[config.mk]
export PLATFORM = sky130hd
export DESIGN_NAME = voice_bank_to_single_voice_stream
export DESIGN_NICKNAME = d
export VERILOG_FILES = /design/src/rtl/vbs_pkg.sv /design/src/rtl/vbs_decode.sv /design/src/rtl/vbs_out_stage.sv /design/src/rtl/voice_bank_to_single_voice_stream.sv
export SDC_FILE = /design/constraint.sdc
export NUM_CORES = 1
export LEC_CHECK = 0
export BUFFER_PORTS_ARGS = -buffer_cell sky130_fd_sc_hd__buf_4
export CAP_MARGIN = 20
export CORE_MARGIN = 1
export CORE_UTILIZATION = 58
export DETAILED_ROUTE_END_ITERATION = 7
export HOLD_SLACK_MARGIN = 0.15
export PLACE_DENSITY = 0.85
export SLEW_MARGIN = 10
export SYNTH_ARGS = -nofsm -noshare
export SYNTH_HDL_FRONTEND = slang
export SYNTH_SLANG_ARGS = --single-unit
[constraint.sdc]
create_clock -name clk -period 7.7 [get_ports clk]
set_input_delay 0.385 -clock clk [delete_from_list [all_inputs] [get_ports clk]]
set_output_delay 0.385 -clock clk [all_outputs]
set_load 0.05 [all_outputs]
[src/rtl/vbs_pkg.sv]
// ----------------------------------------------------------------------------
// vbs_pkg
// Shared types and constants for the voice bank to single-voice stream block.
// ----------------------------------------------------------------------------
package vbs_pkg;

  localparam logic [6:0] CHUNK_LAST = 7'd127;
  localparam logic [6:0] OP_AREA    = 7'd102;
  localparam logic [4:0] OP_LAST    = 5'd16;
  localparam logic [6:0] POS_ALG    = 7'd110;
  localparam logic [6:0] POS_FBK    = 7'd111;
  localparam logic [6:0] POS_LFO    = 7'd116;

  // Operator offsets that carry packed fields.
  localparam logic [4:0] OFF_CURVE  = 5'd11;
  localparam logic [4:0] OFF_RS     = 5'd12;
  localparam logic [4:0] OFF_SENS   = 5'd13;
  localparam logic [4:0] OFF_OSC    = 5'd15;
  localparam logic [4:0] OFF_FINE   = 5'd16;

  localparam logic [2:0] HDR_LEN    = 3'd6;
  localparam logic [2:0] TAIL_LEN   = 3'd2;

  localparam logic [7:0] SYX_START  = 8'hF0;
  localparam logic [7:0] SYX_MFR    = 8'h43;
  localparam logic [7:0] SYX_ZERO   = 8'h00;
  localparam logic [7:0] SYX_FMT_HI = 8'h01;
  localparam logic [7:0] SYX_FMT_LO = 8'h1B;
  localparam logic [7:0] SYX_END    = 8'hF7;

  // How one input byte is split into parameter bytes.
  typedef enum logic [3:0] {
    K_COPY,
    K_CURVE,
    K_RS,
    K_SENS,
    K_OSC,
    K_FINE,
    K_ALG,
    K_FBK,
    K_LFO
  } kind_t;

  // One result byte plus the state updates that go with it.
  typedef struct packed {
    logic [7:0] out_byte;
    logic       message_end;
    logic       run_last;
    logic       add_sum;
    logic       clr_sum;
    logic       load_detune;
  } vbs_res_t;

endpackage

[src/rtl/vbs_decode.sv]
// ----------------------------------------------------------------------------
// vbs_decode
// Picks result byte number k of the held input byte at its chunk position.
// ----------------------------------------------------------------------------
module vbs_decode (
  input  logic [6:0]       pos,
  input  logic [4:0]       off,
  input  logic [2:0]       k,
  input  logic [6:0]       data_byte,
  input  logic [3:0]       channel,
  input  logic [3:0]       detune,
  input  logic [6:0]       sum,
  output vbs_pkg::vbs_res_t res
);

  vbs_pkg::kind_t kind;
  logic [2:0]     hdr_n;
  logic [2:0]     np;
  logic [2:0]     tail_n;
  logic [3:0]     total;
  logic [2:0]     j;
  logic [2:0]     t;
  logic [6:0]     param;

  always_comb begin
    kind = vbs_pkg::K_COPY;
    if (pos < vbs_pkg::OP_AREA) begin
      unique case (off)
        vbs_pkg::OFF_CURVE: kind = vbs_pkg::K_CURVE;
        vbs_pkg::OFF_RS:    kind = vbs_pkg::K_RS;
        vbs_pkg::OFF_SENS:  kind = vbs_pkg::K_SENS;
        vbs_pkg::OFF_OSC:   kind = vbs_pkg::K_OSC;
        vbs_pkg::OFF_FINE:  kind = vbs_pkg::K_FINE;
        default:            kind = vbs_pkg::K_COPY;
      endcase
    end else if (pos == vbs_pkg::POS_ALG) begin
      kind = vbs_pkg::K_ALG;
    end else if (pos == vbs_pkg::POS_FBK) begin
      kind = vbs_pkg::K_FBK;
    end else if (pos == vbs_pkg::POS_LFO) begin
      kind = vbs_pkg::K_LFO;
    end
  end

  always_comb begin
    unique case (kind)
      vbs_pkg::K_CURVE, vbs_pkg::K_SENS, vbs_pkg::K_OSC,
      vbs_pkg::K_FINE, vbs_pkg::K_FBK:            np = 3'd2;
      vbs_pkg::K_LFO:                             np = 3'd3;
      default:                                    np = 3'd1;
    endcase
  end

  assign hdr_n  = (pos == 7'd0) ? vbs_pkg::HDR_LEN : 3'd0;
  assign tail_n = (pos == vbs_pkg::CHUNK_LAST) ? vbs_pkg::TAIL_LEN : 3'd0;
  assign total  = {1'b0, hdr_n} + {1'b0, np} + {1'b0, tail_n};
  assign j      = k - hdr_n;
  assign t      = j - np;

  // Field j of the packed byte, by kind.
  always_comb begin
    param = data_byte;
    unique case (kind)
      vbs_pkg::K_CURVE: param = (j == 3'd0) ? {5'd0, data_byte[1:0]} : {5'd0, data_byte[3:2]};
      vbs_pkg::K_RS:    param = {4'd0, data_byte[2:0]};
      vbs_pkg::K_SENS:  param = (j == 3'd0) ? {5'd0, data_byte[1:0]} : {4'd0, data_byte[4:2]};
      vbs_pkg::K_OSC:   param = (j == 3'd0) ? {6'd0, data_byte[0]} : {2'd0, data_byte[5:1]};
      vbs_pkg::K_FINE:  param = (j == 3'd0) ? data_byte : {3'd0, detune};
      vbs_pkg::K_ALG:   param = {2'd0, data_byte[4:0]};
      vbs_pkg::K_FBK:   param = (j == 3'd0) ? {4'd0, data_byte[2:0]} : {6'd0, data_byte[3]};
      vbs_pkg::K_LFO: begin
        if (j == 3'd0) begin
          param = {6'd0, data_byte[0]};
        end else if (j == 3'd1) begin
          param = {4'd0, data_byte[3:1]};
        end else begin
          param = {4'd0, data_byte[6:4]};
        end
      end
      default:          param = data_byte;
    endcase
  end

  always_comb begin
    res             = '0;
    res.clr_sum     = (pos == 7'd0) && (k == 3'd0);
    res.run_last    = ({1'b0, k} == (total - 4'd1));
    if (k < hdr_n) begin
      unique case (k)
        3'd0:    res.out_byte = vbs_pkg::SYX_START;
        3'd1:    res.out_byte = vbs_pkg::SYX_MFR;
        3'd2:    res.out_byte = {4'h0, channel};
        3'd3:    res.out_byte = vbs_pkg::SYX_ZERO;
        3'd4:    res.out_byte = vbs_pkg::SYX_FMT_HI;
        default: res.out_byte = vbs_pkg::SYX_FMT_LO;
      endcase
    end else if (j < np) begin
      res.out_byte    = {1'b0, param};
      res.add_sum     = 1'b1;
      res.load_detune = (kind == vbs_pkg::K_RS);
    end else if (t == 3'd0) begin
      // Two's-complement checksum over the parameter bytes so far.
      res.out_byte = {1'b0, 7'd0 - sum};
    end else begin
      res.out_byte    = vbs_pkg::SYX_END;
      res.message_end = 1'b1;
    end
  end

endmodule

[src/rtl/vbs_out_stage.sv]
// ----------------------------------------------------------------------------
// vbs_out_stage
// Result register of the output channel.
// ----------------------------------------------------------------------------
module vbs_out_stage (
  input  logic              clk,
  input  logic              rst_n,
  input  logic              load,
  input  vbs_pkg::vbs_res_t res,
  input  logic              out_ready,
  output logic              can_take,
  output logic              out_valid,
  output logic [7:0]        out_byte,
  output logic              out_message_end,
  output logic              out_run_last
);

  logic       valid_r;
  logic       valid_nxt;
  logic [7:0] byte_r;
  logic       end_r;
  logic       last_r;

  assign can_take  = !valid_r || out_ready;
  assign valid_nxt = load ? 1'b1 : (valid_r && !out_ready);

  always_ff @(posedge clk) begin
    if (!rst_n) begin
      valid_r <= 1'b0;
    end else begin
      valid_r <= valid_nxt;
    end
  end

  always_ff @(posedge clk) begin
    if (load) begin
      byte_r <= res.out_byte;
      end_r  <= res.message_end;
      last_r <= res.run_last;
    end
  end

  assign out_valid       = valid_r;
  assign out_byte        = byte_r;
  assign out_message_end = end_r;
  assign out_run_last    = last_r;

endmodule

[src/rtl/voice_bank_to_single_voice_stream.sv]
// ----------------------------------------------------------------------------
// voice_bank_to_single_voice_stream
// Turns packed bank voice bytes into single-voice system-exclusive messages.
// ----------------------------------------------------------------------------
// Each accepted input byte is held in an input register and produces one to
// seven result bytes, one per cycle while the output is not stalled, through
// the result register. The next input byte is taken in the same cycle as the
// last result of the current one. Position zero of a chunk (or any byte with
// bank_start set) opens a new message with its header, and position 127
// closes it with the checksum and the end byte.
module voice_bank_to_single_voice_stream (
  input  logic        clk,
  input  logic        rst_n,
  input  logic        psel,
  input  logic        penable,
  input  logic        pwrite,
  input  logic [2:0]  paddr,
  input  logic [31:0] pwdata,
  output logic [31:0] prdata,
  output logic        pready,
  input  logic        in_valid,
  output logic        in_ready,
  input  logic [6:0]  in_data_byte,
  input  logic        in_bank_start,
  output logic        out_valid,
  input  logic        out_ready,
  output logic [7:0]  out_byte,
  output logic        out_message_end,
  output logic        out_run_last
);

  logic [3:0]        chan_r;
  logic              hold_valid_r;
  logic [6:0]        hold_data_r;
  logic              hold_start_r;
  logic [2:0]        k_r;
  logic [6:0]        chunk_pos_r;
  logic [4:0]        op_off_r;
  logic [3:0]        detune_r;
  logic [6:0]        sum_r;
  logic [6:0]        pos;
  logic [4:0]        off;
  logic              can_take;
  logic              fire;
  logic              in_xfer;
  vbs_pkg::vbs_res_t res;

  // Configuration port.
  assign pready = 1'b1;
  assign prdata = {28'd0, chan_r};

  always_ff @(posedge clk) begin
    if (!rst_n) begin
      chan_r <= 4'd0;
    end else if (psel && penable && pwrite && (paddr[2] == 1'b0)) begin
      chan_r <= pwdata[3:0];
    end
  end

  // Position of the held byte; bank_start forces a new chunk.
  assign pos = hold_start_r ? 7'd0 : chunk_pos_r;
  assign off = hold_start_r ? 5'd0 : op_off_r;

  vbs_decode u_decode (
    .pos       (pos),
    .off       (off),
    .k         (k_r),
    .data_byte (hold_data_r),
    .channel   (chan_r),
    .detune    (detune_r),
    .sum       (sum_r),
    .res       (res)
  );

  assign fire     = hold_valid_r && can_take;
  assign in_ready = !hold_valid_r || (fire && res.run_last);
  assign in_xfer  = in_valid && in_ready;

  always_ff @(posedge clk) begin
    if (!rst_n) begin
      hold_valid_r <= 1'b0;
      k_r          <= 3'd0;
      chunk_pos_r  <= 7'd0;
      op_off_r     <= 5'd0;
      detune_r     <= 4'd0;
      sum_r        <= 7'd0;
    end else begin
      if (in_xfer) begin
        hold_valid_r <= 1'b1;
      end else if (fire && res.run_last) begin
        hold_valid_r <= 1'b0;
      end
      if (fire) begin
        k_r <= res.run_last ? 3'd0 : (k_r + 3'd1);
        if (res.clr_sum) begin
          sum_r <= 7'd0;
        end else if (res.add_sum) begin
          sum_r <= sum_r + res.out_byte[6:0];
        end
        if (res.load_detune) begin
          detune_r <= hold_data_r[6:3];
        end
        if (res.run_last) begin
          chunk_pos_r <= pos + 7'd1;
          op_off_r    <= ((pos == vbs_pkg::CHUNK_LAST) || (off == vbs_pkg::OP_LAST)) ?
                         5'd0 : (off + 5'd1);
        end
      end
    end
  end

  always_ff @(posedge clk) begin
    if (in_xfer) begin
      hold_data_r  <= in_data_byte;
      hold_start_r <= in_bank_start;
    end
  end

  vbs_out_stage u_out (
    .clk             (clk),
    .rst_n           (rst_n),
    .load            (fire),
    .res             (res),
    .out_ready       (out_ready),
    .can_take        (can_take),
    .out_valid       (out_valid),
    .out_byte        (out_byte),
    .out_message_end (out_message_end),
    .out_run_last    (out_run_last)
  );

  a_k_range: assert property (@(posedge clk) disable iff (!rst_n)
    k_r <= 3'd6)
    else $error("result index past the longest run");

  a_end_is_last: assert property (@(posedge clk) disable iff (!rst_n)
    out_valid && out_message_end |-> out_run_last && (out_byte == vbs_pkg::SYX_END))
    else $error("end byte is not the closing transfer of its input");

  a_ready_only_on_last: assert property (@(posedge clk) disable iff (!rst_n)
    hold_valid_r && in_ready |-> fire && res.run_last)
    else $error("input taken while the held byte has results left");

  a_start_header: assert property (@(posedge clk) disable iff (!rst_n)
    fire && hold_start_r && (k_r == 3'd0) |=> out_byte == vbs_pkg::SYX_START)
    else $error("new chunk did not open with a header");

  a_param_7bit: assert property (@(posedge clk) disable iff (!rst_n)
    fire && res.add_sum |-> res.out_byte[7] == 1'b0)
    else $error("parameter byte wider than seven bits");

endmodule

==> impl_metrics.yaml <==
sta:
  drv_slew: 0
  rsz0062_at_grt: "no"
  setup_viol: 0
  slew_headroom_pct: 35.7
  finalCriticalPeriod_ns: 6.22
  worst_pin_slew_ns: 0.956
  fin_setup_tns_ns: 0
  finalClockSkew_ns: 0.00657
  setup_ws_ns: 1.48
  fin_crit_sh_pct: 80.8
  fmax_mhz: 161
  hold_viol_final: 0
worst_setup_path:
  path_max_fanout: 20
  start_kind: "flip-flop"
  crit_type: "flip-flop to flip-flop"
  r2r_slack_ns: 1.48
  cp.required_ns: 7.93
  crit_arrival_ns: 6.45
  endpoint_kind: "flip-flop"
clocking:
  post_cts_resized: 0
  cts_tree: "yes"
  worstSkewPairLatency_ns: 0.30
  htreeDepth: 2
  postCtsHoldBufs: 0
  cts_sinks: 50
  cts-root-buf: "clkbuf_8"
  cts.path.max_buffers: 2
  clk_pin_slew_ns: 0.09
  cts_setup_buffers: 0
  numCtsBuffers: 5
placement:
  dp.cells: 513
  hpwl_um: 6060
  placed_area_mm2: 0.00378
  finalWeightedCongestion: 0.935
  port_buffers: 35
  post-place-ws_ns: 1.62
floorplan:
  core_mm2: 0.00599
  num_rows: 28
  die_area_mm2: 0.00661
  fp.dieW_um: 81.3
  start_util_pct: 60.9
  die_h_um: 81.3
  io_pins: 95
outcome:
  status: "finished, final reports clean"
global_routing:
  grt_pass1_vias: 2712
  antenna_found_initial: 0
  grt_pass1_wl_um: 12900
  grt_start_max_net_pins: 28
  grt_overflow: 0
  grt_usage_pct: 25.4
logic_synthesis:
  synth_edf_count: 18
  synth-main-ff-cell: "dfxtp_1"
  synth_top_area_share_pct: 17.6
  ys_warn_count: 0
  synthCells: 423
  synth_top_cell_by_area: "dfxtp_1"
  yosysMostFrequentCell: "nor2_1"
  yosys_register_bits: 50
  synth_area_mm2: 0.00365
  yosys-top-cells-area: "dfxtp_1, edfxtp_1, ha_1"
  synth_commonest_cells: "nor2_1, dfxtp_1, a21oi_1, buf_4, nand2_1"
  ys_async_sr_fraction_pct: 0
  synth.distinct_cells: 66
  seq_area_frac_synth_pct: 32.4
  syn_avg_cell_area_um2: 8.62
finish:
  final_cell_area_mm2: 0.00386
  diodes: 0
  final_layout_size_suffix_gt1_share_pct: 12.1
  fin_cells: 521
  synthToLayoutAreaGrowth_pct: 5.90
  fin_nets: 520
route:
  wl_um: 8100
  drc_errors: 0
  dr.pass1.iters: 6
  first_iter_violations: 388
  vias: 3106
  post_drt_wl_per_cell_um: 15.5
  routed_via_density: 5.96
  drtAntennaViolNets: 0
hold_path:
  hp-class: "input port to flip-flop"
run:
  drv_cap: 0
power:
  leakagePower_nw: 1.62
  powerDensity_mw_per_mm2: 151
  peakVddDrop_v: 0.000116
[worst max-delay path: stages, from the launching register on]
cell and delay (ns):
edfxtp_1 0.71, nor2b_1 0.13, inv_1 0.14, ha_1 0.30
nand2_1 0.17, inv_1 0.12, ha_1 0.15, inv_1 0.05
fa_1 0.53, nor3_1 0.81, mux2i_1 0.27, nor2_1 0.05
a221oi_1 0.32, nor2_1 0.10, o221a_1 0.29, ha_1 0.23
fa_1 0.41, a21oi_1 0.17, nor2_1 0.06, nor2_1 0.15
o21ai_0 0.20, nor3b_1 0.19, or4b_1 0.53, o211ai_1 0.11
[sequential cells by signal (all words and copies together) (netlist names)]
signal / cells
op_off_r: 5
u_out.out_run_last: 1
hold_valid_r: 1
u_out.out_byte: 8
k_r: 3
hold_start_r: 1
sum_r: 7
hold_data_r: 7
chan_r: 4
u_out.out_valid: 1
u_out.out_message_end: 1
chunk_pos_r: 7
detune_r: 4
[through the flow]
step / hold WS, ns / util [%] / total power, mW
after global placement: 0.468 / 63.1 / 0.433
final: 0.250 / 64.5 / 0.583
after global routing: 0.245 / 64.5 / 0.605
after detailed placement: 0.485 / 63.1 / 0.436
after floorplan: 0.448 / - / 0.416
after CTS: 0.251 / 64.5 / 0.581
[cell usage in the layout (no fill, tap or decap), types with 15 or more instances in the layout]
cell,n
edfxtp_1,18
a21oi_1,30
nor2_1,52
inv_1,18
conb_1,29
o21ai_0,17
buf_4,35
nand2_1,29
mux2i_1,15
ha_1,22
dfxtp_1,32
[metal layers]
layer / global-route usage, % / wire length [um] / part of all wire, % / vias up
met5: 0 / 0 / 0 / -
met4: 8.21 / 183 / 2.3 / 0
met3: 4.94 / 527 / 6.5 / 23
met2: 39.8 / 3820 / 47 / 130
met1: 34.8 / 3570 / 44 / 1460
li1: - / - / - / 1493
[path summary, 6_finish.rpt]
kind	startpoint	endpoint	cells past startpoint
worst min register to register	hold_valid_r$_SDFFE_PN0P_	u_out.out_valid$_SDFF_PN0_	2
worst max-delay path	hold_start_r$_DFFE_PP_	sum_r[6]$_SDFFE_PN0P_	23
worst max register to register	hold_start_r$_DFFE_PP_	sum_r[6]$_SDFFE_PN0P_	23
worst min-delay path	in_data_byte[4]	hold_data_r[4]$_DFFE_PP_	1
[area by class of cell]
type / instances / area, um2
well taps: 75 / 93.8
flip-flops and latches: 50 / 1180
clock inverters: 2 / 8.76
fillers: 510 / 2130
repair buffers: 35 / 263
inverters: 19 / 71.3
clock buffers: 6 / 72.6
multi-input cells: 334 / 2170
[cells by family after synthesis]
family,share of synthesized area (%)
mux,4.12
other cells,0.206
compound gates,18.1
xor+xnor,3.60
fa+ha+maj,9.20
simple gates,21.5
flops,32.4
buf+inv,10.8
[power breakdown]
group	total [mW]	switching [mW]	internal (mW)	leakage, nW
Clock	0.150	0.0874	0.0628	0.0426
Sequential	0.296	0.00989	0.286	0.429
Combinational	0.137	0.0976	0.0390	1.15
Total	0.583	0.195	0.388	1.62
Note: power is estimated with default switching activity, not from simulation.
